$ cat src/rtl/core/gtrav_pkg.sv
// Package for the graph traversal block: word types, function codes,
// sequencer states and fixed field widths. No dependencies.
package gtrav_pkg;

  // Fixed field widths
  localparam int CFG_W       = 5;
  localparam int VTX_W       = 4;
  localparam int CNT_W       = 16;
  localparam int RES_W       = 5;
  localparam int MAX_RESULTS = 16;

  localparam logic [CFG_W-1:0] VERTEX_COUNT_RST = 5'd16;

  // Function codes
  localparam logic [1:0] FN_ADD_DIR   = 2'd0;
  localparam logic [1:0] FN_ADD_UNDIR = 2'd1;
  localparam logic [1:0] FN_BFS       = 2'd2;
  localparam logic [1:0] FN_DFS       = 2'd3;

  typedef struct packed {
    logic [1:0]       func;
    logic [VTX_W-1:0] src_vertex;
    logic [VTX_W-1:0] dst_vertex;
  } req_t;

  typedef struct packed {
    logic [VTX_W-1:0] vertex;
    logic             last;
    logic             status;
    logic [CNT_W-1:0] edge_count;
  } rsp_t;

  typedef enum logic [3:0] {
    S_IDLE,
    S_EDGE_RD,
    S_EDGE_WR,
    S_EDGE_RD2,
    S_EDGE_WR2,
    S_RESP,
    S_LIST_RD,
    S_ROW_RD,
    S_SCAN,
    S_FINISH
  } state_t;

endpackage

$ cat src/rtl/core/gtrav_ffs.sv
// Find-first-set unit: lowest set bit of a candidate vector.
// Standalone, no package dependency.
module gtrav_ffs #(
  parameter int W  = 16,
  parameter int IW = 4
) (
  input  logic [W-1:0]  vec,
  output logic          found,
  output logic [IW-1:0] idx
);

  // Descending sweep, lowest set bit wins
  always_comb begin
    found = |vec;
    idx   = '0;
    for (int i = W - 1; i >= 0; i--) begin
      if (vec[i]) begin
        idx = IW'(i);
      end
    end
  end

endmodule

$ cat src/rtl/core/graph_bfs_dfs_traversal.sv
// Channel  Signals                      Word     Direction
// cfg      cfg_we, cfg_wdata            -        in, vertex_count write, no stall
// req      req_valid, req_ready, req    req_t    in, edge add or search request
// rsp      rsp_valid, rsp_ready, rsp    rsp_t    out, status or visited vertex
//
// One request at a time; req_ready is high only while the sequencer is idle.
// Edge add: source row read and write, reverse row too if undirected, then response;
// a rejected index skips to the response. BFS: list read, row read, scan per vertex;
// DFS: the same per push and pop; one row read port, one shared find-first unit.
// A full output register (rsp_valid high, rsp_ready low) stalls the sequencer.
// Synchronous active-high reset clears the adjacency row valid bits at once.
// Depends on gtrav_pkg and gtrav_ffs.
module graph_bfs_dfs_traversal #(
  parameter int MAX_VERTICES = 16
) (
  input  logic                      clk,
  input  logic                      rst,
  input  logic                      cfg_we,
  input  logic [gtrav_pkg::CFG_W-1:0] cfg_wdata,
  input  logic                      req_valid,
  output logic                      req_ready,
  input  gtrav_pkg::req_t           req,
  output logic                      rsp_valid,
  input  logic                      rsp_ready,
  output gtrav_pkg::rsp_t           rsp
);

  localparam int VW = $clog2(MAX_VERTICES);
  localparam int NW = $clog2(MAX_VERTICES + 1);
  localparam logic [MAX_VERTICES-1:0] ONE_BIT = MAX_VERTICES'(1);

  // Control registers
  gtrav_pkg::state_t            state, state_next;
  logic [gtrav_pkg::CFG_W-1:0]  vertex_count;
  logic [gtrav_pkg::CNT_W-1:0]  edges;
  logic                         pend_valid;
  logic [MAX_VERTICES-1:0]      row_valid;

  // Datapath registers
  logic [1:0]                   func_q;
  logic [VW-1:0]                src_q, dst_q;
  logic                         resp_err;
  logic [MAX_VERTICES-1:0]      visited;
  logic [NW-1:0]                head, tail;
  logic [VW-1:0]                pend_v;
  logic [gtrav_pkg::RES_W-1:0]  res_cnt;

  // Memories
  logic [MAX_VERTICES-1:0]      adj_mem [MAX_VERTICES];
  logic [MAX_VERTICES-1:0]      adj_rdata;
  logic                         adj_ok;
  logic [VW-1:0]                wl_mem [MAX_VERTICES];
  logic [VW-1:0]                wl_rdata;

  // Combinational controls
  logic                         accept, is_trav, is_bfs, s_ok, d_ok, out_free, res_full;
  logic [VW-1:0]                s_idx, d_idx;
  logic [MAX_VERTICES-1:0]      n_mask, row_eff, cand;
  logic                         found;
  logic [VW-1:0]                pick;
  logic                         visit_en, push_en, head_inc, pop, edge_inc, pend_clear;
  logic [VW-1:0]                visit_v;
  gtrav_pkg::rsp_t              push_word;
  logic                         wl_we, wl_rd_en, adj_rd_en, adj_we;
  logic [VW-1:0]                wl_wr_addr, wl_rd_addr, adj_rd_addr, adj_wr_addr, adj_wr_bit;

  // Request decode and index checks
  assign req_ready = (state == gtrav_pkg::S_IDLE);
  assign accept    = req_valid && req_ready;
  assign is_trav   = (req.func == gtrav_pkg::FN_BFS) || (req.func == gtrav_pkg::FN_DFS);
  assign is_bfs    = (func_q == gtrav_pkg::FN_BFS);
  assign s_idx     = VW'(req.src_vertex);
  assign d_idx     = VW'(req.dst_vertex);
  assign s_ok      = (gtrav_pkg::CFG_W'(req.src_vertex) < vertex_count) &&
                     (int'(req.src_vertex) < MAX_VERTICES);
  assign d_ok      = (gtrav_pkg::CFG_W'(req.dst_vertex) < vertex_count) &&
                     (int'(req.dst_vertex) < MAX_VERTICES);
  assign out_free  = !rsp_valid || rsp_ready;
  // Result count belongs to the running search; a new search counts its start vertex
  assign res_full  = (state != gtrav_pkg::S_IDLE) &&
                     (res_cnt == gtrav_pkg::RES_W'(gtrav_pkg::MAX_RESULTS));

  // Vertices in use
  always_comb begin
    for (int v = 0; v < MAX_VERTICES; v++) begin
      n_mask[v] = (v < int'(vertex_count));
    end
  end

  // Neighbor candidates: row minus visited, within range
  assign row_eff = adj_ok ? adj_rdata : '0;
  assign cand    = row_eff & ~visited & n_mask;

  gtrav_ffs #(
    .W  (MAX_VERTICES),
    .IW (VW)
  ) u_ffs (
    .vec   (cand),
    .found (found),
    .idx   (pick)
  );

  // Next state
  always_comb begin
    state_next = state;
    unique case (state)
      gtrav_pkg::S_IDLE: begin
        if (accept) begin
          if (is_trav ? !s_ok : !(s_ok && d_ok)) begin
            state_next = gtrav_pkg::S_RESP;
          end else if (is_trav) begin
            state_next = gtrav_pkg::S_LIST_RD;
          end else begin
            state_next = gtrav_pkg::S_EDGE_RD;
          end
        end
      end
      gtrav_pkg::S_EDGE_RD:  state_next = gtrav_pkg::S_EDGE_WR;
      gtrav_pkg::S_EDGE_WR: begin
        state_next = (func_q == gtrav_pkg::FN_ADD_UNDIR) ? gtrav_pkg::S_EDGE_RD2
                                                          : gtrav_pkg::S_RESP;
      end
      gtrav_pkg::S_EDGE_RD2: state_next = gtrav_pkg::S_EDGE_WR2;
      gtrav_pkg::S_EDGE_WR2: state_next = gtrav_pkg::S_RESP;
      gtrav_pkg::S_RESP: begin
        if (out_free) state_next = gtrav_pkg::S_IDLE;
      end
      gtrav_pkg::S_LIST_RD:  state_next = gtrav_pkg::S_ROW_RD;
      gtrav_pkg::S_ROW_RD:   state_next = gtrav_pkg::S_SCAN;
      gtrav_pkg::S_SCAN: begin
        if (is_bfs) begin
          if (!found) begin
            state_next = (head < tail) ? gtrav_pkg::S_LIST_RD : gtrav_pkg::S_FINISH;
          end
        end else if (found) begin
          if (visit_en) state_next = gtrav_pkg::S_LIST_RD;
        end else begin
          state_next = (tail == NW'(1)) ? gtrav_pkg::S_FINISH : gtrav_pkg::S_LIST_RD;
        end
      end
      gtrav_pkg::S_FINISH: begin
        if (out_free) state_next = gtrav_pkg::S_IDLE;
      end
      default: state_next = gtrav_pkg::S_IDLE;
    endcase
  end

  // Sequencer outputs
  always_comb begin
    visit_en    = 1'b0;
    visit_v     = '0;
    push_en     = 1'b0;
    push_word   = '0;
    head_inc    = 1'b0;
    pop         = 1'b0;
    edge_inc    = 1'b0;
    pend_clear  = 1'b0;
    wl_rd_en    = 1'b0;
    wl_rd_addr  = '0;
    adj_rd_en   = 1'b0;
    adj_rd_addr = '0;
    adj_we      = 1'b0;
    adj_wr_addr = '0;
    adj_wr_bit  = '0;
    unique case (state)
      gtrav_pkg::S_IDLE: begin
        if (accept && is_trav && s_ok) begin
          visit_en = 1'b1;
          visit_v  = s_idx;
        end
      end
      gtrav_pkg::S_EDGE_RD: begin
        adj_rd_en   = 1'b1;
        adj_rd_addr = src_q;
      end
      gtrav_pkg::S_EDGE_WR: begin
        adj_we      = 1'b1;
        adj_wr_addr = src_q;
        adj_wr_bit  = dst_q;
        edge_inc    = 1'b1;
      end
      gtrav_pkg::S_EDGE_RD2: begin
        adj_rd_en   = 1'b1;
        adj_rd_addr = dst_q;
      end
      gtrav_pkg::S_EDGE_WR2: begin
        adj_we      = 1'b1;
        adj_wr_addr = dst_q;
        adj_wr_bit  = src_q;
        edge_inc    = 1'b1;
      end
      gtrav_pkg::S_RESP: begin
        if (out_free) begin
          push_en              = 1'b1;
          push_word.last       = 1'b1;
          push_word.status     = resp_err;
          push_word.edge_count = edges;
        end
      end
      gtrav_pkg::S_LIST_RD: begin
        wl_rd_en   = 1'b1;
        wl_rd_addr = is_bfs ? VW'(head) : VW'(tail - NW'(1));
        head_inc   = is_bfs;
      end
      gtrav_pkg::S_ROW_RD: begin
        adj_rd_en   = 1'b1;
        adj_rd_addr = wl_rdata;
      end
      gtrav_pkg::S_SCAN: begin
        if (found) begin
          if (res_full || out_free) begin
            visit_en = 1'b1;
            visit_v  = pick;
          end
        end else begin
          pop = !is_bfs;
        end
      end
      gtrav_pkg::S_FINISH: begin
        if (out_free) begin
          push_en              = 1'b1;
          pend_clear           = 1'b1;
          push_word.vertex     = gtrav_pkg::VTX_W'(pend_v);
          push_word.last       = 1'b1;
          push_word.edge_count = edges;
        end
      end
      default: ;
    endcase
    // Emitting a new visit retires the held one as a non-final word
    if (visit_en && !res_full && pend_valid) begin
      push_en              = 1'b1;
      push_word.vertex     = gtrav_pkg::VTX_W'(pend_v);
      push_word.last       = 1'b0;
      push_word.status     = 1'b0;
      push_word.edge_count = edges;
    end
  end

  // Work list write port; the start vertex always lands in entry zero
  assign wl_we      = visit_en &&
                      ((state == gtrav_pkg::S_IDLE) || (int'(tail) < MAX_VERTICES));
  assign wl_wr_addr = (state == gtrav_pkg::S_IDLE) ? '0 : VW'(tail);

  // Control state
  always_ff @(posedge clk) begin
    if (rst) begin
      state        <= gtrav_pkg::S_IDLE;
      vertex_count <= gtrav_pkg::VERTEX_COUNT_RST;
      edges        <= '0;
      pend_valid   <= 1'b0;
      row_valid    <= '0;
      rsp_valid    <= 1'b0;
    end else begin
      state <= state_next;
      if (cfg_we) vertex_count <= cfg_wdata;
      if (edge_inc && (edges != '1)) edges <= edges + gtrav_pkg::CNT_W'(1);
      if (visit_en && !res_full) begin
        pend_valid <= 1'b1;
      end else if (pend_clear) begin
        pend_valid <= 1'b0;
      end
      if (adj_we) row_valid[adj_wr_addr] <= 1'b1;
      if (push_en) begin
        rsp_valid <= 1'b1;
      end else if (rsp_ready) begin
        rsp_valid <= 1'b0;
      end
    end
  end

  // Request capture and traversal bookkeeping
  always_ff @(posedge clk) begin
    if (accept) begin
      func_q   <= req.func;
      src_q    <= s_idx;
      dst_q    <= d_idx;
      resp_err <= is_trav ? !s_ok : !(s_ok && d_ok);
    end
    if (state == gtrav_pkg::S_IDLE) begin
      if (visit_en) begin
        visited <= ONE_BIT << visit_v;
        head    <= '0;
        tail    <= NW'(1);
        pend_v  <= visit_v;
        res_cnt <= gtrav_pkg::RES_W'(1);
      end
    end else begin
      if (visit_en) begin
        visited <= visited | (ONE_BIT << visit_v);
        tail    <= tail + NW'(1);
        if (!res_full) begin
          pend_v  <= visit_v;
          res_cnt <= res_cnt + gtrav_pkg::RES_W'(1);
        end
      end else if (pop) begin
        tail <= tail - NW'(1);
      end
      if (head_inc) head <= head + NW'(1);
    end
    if (push_en) rsp <= push_word;
  end

  // Adjacency rows: one read port, one write port
  always_ff @(posedge clk) begin
    if (adj_we) adj_mem[adj_wr_addr] <= row_eff | (ONE_BIT << adj_wr_bit);
    if (adj_rd_en) begin
      adj_rdata <= adj_mem[adj_rd_addr];
      adj_ok    <= row_valid[adj_rd_addr] && !(adj_we && (adj_wr_addr == adj_rd_addr));
    end
  end

  // Work list: queue for BFS, stack for DFS
  always_ff @(posedge clk) begin
    if (wl_we) wl_mem[wl_wr_addr] <= visit_v;
    if (wl_rd_en) wl_rdata <= wl_mem[wl_rd_addr];
  end

`ifndef SYNTH
  // Final word of a search carries last
  a_finish_last: assert property (@(posedge clk) disable iff (rst)
    (state == gtrav_pkg::S_FINISH && out_free) |=> (rsp_valid && rsp.last))
    else $error("search end did not deliver a last word");

  // Work list tail stays within the vertex limit; each vertex enters at most once
  a_tail_bound: assert property (@(posedge clk) disable iff (rst)
    (state == gtrav_pkg::S_LIST_RD || state == gtrav_pkg::S_ROW_RD ||
     state == gtrav_pkg::S_SCAN) |-> (int'(tail) <= MAX_VERTICES))
    else $error("work list tail beyond vertex limit");

  // A held result exists for the whole of a search
  a_pend_held: assert property (@(posedge clk) disable iff (rst)
    (state == gtrav_pkg::S_LIST_RD || state == gtrav_pkg::S_ROW_RD ||
     state == gtrav_pkg::S_SCAN || state == gtrav_pkg::S_FINISH) |-> pend_valid)
    else $error("search running without a held result");

  // Nothing is held once the sequencer is back to idle
  a_idle_clean: assert property (@(posedge clk) disable iff (rst)
    (state == gtrav_pkg::S_IDLE) |-> !pend_valid)
    else $error("held result left over in idle");
`endif

endmodule
$ cat config.mk
export PLATFORM = sky130hd
export DESIGN_NAME = graph_bfs_dfs_traversal
export DESIGN_NICKNAME = d
export VERILOG_FILES = /design/src/rtl/core/gtrav_pkg.sv /design/src/rtl/core/gtrav_ffs.sv /design/src/rtl/core/graph_bfs_dfs_traversal.sv
export SDC_FILE = /design/constraint.sdc
export NUM_CORES = 1
export LEC_CHECK = 0
export ABC_AREA = 1
export BUFFER_PORTS_ARGS = -buffer_cell sky130_fd_sc_hd__buf_4
export CAP_MARGIN = 20
export CELL_PAD_IN_SITES_DETAIL_PLACEMENT = 0
export CELL_PAD_IN_SITES_GLOBAL_PLACEMENT = 1
export CORE_MARGIN = 2
export CORE_UTILIZATION = 55
export DETAILED_ROUTE_END_ITERATION = 6
export GPL_TIMING_DRIVEN = 0
export PLACE_DENSITY = 0.83
export SYNTH_ARGS = -nofsm -noshare
export SYNTH_HDL_FRONTEND = slang
export SYNTH_SLANG_ARGS = --single-unit
$ cat constraint.sdc
create_clock -name clk -period 5.61 [get_ports clk]
set_clock_uncertainty 0.1 [all_clocks]
set_input_delay 0.561 -clock clk [delete_from_list [all_inputs] [get_ports clk]]
set_output_delay 0.561 -clock clk [all_outputs]
set_load 0.02 [all_outputs]
==> results.toml <==
[floorplanning]
ios = 44
fp-row-count = 69
die_area_um2 = 37750
fp.dieW_um = 194.3
core_um2 = 35660
initial_utilization_pct = 55.86
die_h_um = 194.3

[worst_setup_path]
crit_slowest_cell = "nor4_1"
endpoint = "wl_mem[12][1]"
crit_chain = "inv_1, ha_1, nand2_1, nor2_1, o21ai_0, o211ai_1, inv_1, nand2_1, inv_1, nand2_1, nand2_4, o21ai_0, inv_1, nand2_1, nor4_1"
rrSetupSlack_ns = 1.91
cp_top_family = "simple AND/OR/NAND/NOR gates"
path_max_fanout = 21
worstPathBufferInverterCount = 4
rr_startpoint = "vertex_count[1]"
rr_worst_depth = 15
cp-startpoint = "vertex_count[1]"
r2r-end = "wl_mem[12][1]"
crit_path_end_kind = "flip-flop"
cp.arrival_ns = 3.81
worstSetupPathType = "flip-flop to flip-flop"
cp-start-kind = "flip-flop"
crit_path_max_incr_delay_ns = 0.72
cp.depth = 15
required_ns = 5.72

[synth]
synth_flop_cell = "edfxtp_1"
post-synth-top-count-cell = "edfxtp_1"
yosysWarnings = 0
ys_async_sr_fraction_pct = 0
synth_top_cell_area_share_pct = 61.67
synth_edf_count = 409
syn_inst = 1659
yosysUniqueCellTypes = 58
ys_seq_area_share_pct = 65.99
synthTopCellsByArea = "edfxtp_1 62%, o211ai_1 5.5%, dfxtp_1 4.3%"
syn_area_um2 = 19920
synth_largest_area_cell = "edfxtp_1"
synth_common_cells = "409 x edfxtp_1, 157 x nor2_1, 149 x nand2_1, 145 x o211ai_1, 116 x inv_1"
syn_avg_cell_area_um2 = 12.00
synth_fp_nets = 1696
ys_ff_latch = 452

[final_layout]
regArea_um2 = 13140
areaGrowthSynthToFinish_pct = 14.73
final_area_um2 = 22850
drive_above_1_share_pct = 16.82
diodes = 0
fillers = 2796
final_core_util_pct = 64.08
nets = 1818
multi_input_area_um2 = 5908

[placement]
placed_area_um2 = 21290
io_buffers = 42
dp_hpwl_um = 36130
post-place-ws_ns = 1.321
place_congestion = 0.9176

[sta]
tightest_slew_ns = 1.083
drv_slew = 0
hold_ws_ns = 0.07930
setup-violations-final = 0
min_period_ns = 3.698
rsz0062_at_grt = "false"
fmax_mhz = 270.4
fin_crit_sh_pct = 65.93
max_slew_margin_pct = 27.82
setup_tns_ns = 0
finalHoldViolCount = 0
setup_slack_ns = 1.912

[global_route]
grtUsageTotal_pct = 27.45
grt_first_pass_wirelength_um = 77890
antenna_found_initial = 0
grt_pass1_vias = 13260
grt_max_degree = 26
grt-ovfl-total = 0

[routing]
vias = 13370
post_drt_wl_per_cell_um = 22.38
drt_first_pass_iters = 7
drt.antenna.violating_nets = 0
wirelength_um = 51020
viasPerCell = 5.864
drc = 6
drtIter0Drc = 1146

[pwr]
comb_power_share_pct = 31.0
ir_drop_mv = 0.3458
clkPwrFrac_pct = 27.5
powerDensity_nw_per_um2 = 496.0
seqPwrFrac_pct = 41.5
switching_share_pct = 35.09
intPower_uw = 7356
cellLeakagePower_uw = 0.007816
power_switching_uw = 3977

[job]
cap_violations = 0

[clock_tree]
numClockSinks = 452
clk_pin_slew_ns = 0.06
post_cts_buffers = 0
cts_resized = 0
clkLatencyLatePin_ns = 0.60
htree_levels = 2
hold_buffers = 0
cts.path.max_buffers = 3
root_buffer = "clkbuf_16"
cts_made_buffers = 47
cts_tree = "built"

[outcome]
violations = "DRC"
status = "finished with violations"

[min_path]
worstHoldPathType = "input port to flip-flop"
-- cell usage in the layout (no fill, tap or decap), drive strengths merged, types with 43 or more instances in the layout --
| master | n |
|---|---|
| nand2 | 157 |
| or2 | 124 |
| clkbuf | 98 |
| dfxtp | 43 |
| o21ai | 89 |
| buf | 107 |
| inv | 143 |
| nor2 | 179 |
| nand3 | 92 |
| o211ai | 145 |
| edfxtp | 409 |
-- registers in the layout, summed over array words and instances (netlist names) --
register	flops
dst_q	4
head	5
resp_err	1
row_valid	16
vertex_count	5
rsp	22
state	4
adj_ok	1
edges	16
src_q	4
wl_rdata	4
tail	5
wl_mem	64
adj_mem	256
rsp_valid	1
pend_v	4
res_cnt	5
func_q	2
visited	16
adj_rdata	16
pend_valid	1
-- metal layers --
metal | share of wire [%] | wire length, µm | up-vias | global-route usage (%)
met4 | 4.1 | 2086 | 0 | 12.11
li1 | - | - | 6238 | -
met1 | 41 | 21090 | 6489 | 36.07
met5 | 0 | 0 | - | 0
met3 | 6.8 | 3460 | 118 | 4.564
met2 | 48 | 24380 | 525 | 45.39
-- cell families (layout without fill, tap and decap cells) --
kind of cell,Yosys count,count (layout),share of synthesized area (%)
simple gates,604,604,15.24
flops,452,452,65.99
compound gates,328,328,11.10
buf+inv,218,378,4.624
mux,34,34,1.709
fa+ha+maj,17,17,1.068
xor+xnor,6,6,0.2639
-- worst min path at each step --
| stage | from | to | slack (ns) | depth (start not counted) |
|---|---|---|---|---|
| floorplan | row_valid[1] | row_valid[1] | 0.33 | 2 |
| global placement | row_valid[1] | row_valid[1] | 0.35 | 2 |
| detailed placement | row_valid[7] | row_valid[7] | 0.36 | 2 |
| CTS | req[8] | func_q[0] | 0.05 | 1 |
| global route | req[8] | func_q[0] | 0.06 | 1 |
| finish | req[8] | func_q[0] | 0.08 | 1 |
-- power groups by stage --
stage	clock [µW]	combinational [µW]	sequential [µW]
3_5_place_dp	0	3470	4770
2_1_floorplan	0	2040	4750
6_report	3120	3510	4700
5_1_grt	3270	3790	4740
3_3_place_gp	0	3160	4800
4_1_cts	3150	3490	4700
-- through the flow --
stage               std cells  total power (µW)
floorplan                1659              6796
global placement         2162              7952
detailed placement       2192              8241
CTS                      2279             11330
global route             2280             11800
finish                   2280             11330
-- cell type report --
| type | count | share of cell area (%) |
|---|---|---|
| clock inverter | 29 | 1.292 |
| tap | 461 | 2.525 |
| multi-input combinational | 989 | 25.86 |
| timing repair buffer | 73 | 3.258 |
| inverter | 144 | 2.410 |
| clock buffer | 58 | 5.514 |
| buffer | 74 | 1.621 |
| sequential | 452 | 57.52 |
No activity file was read; power rests on OpenSTA's default activity.
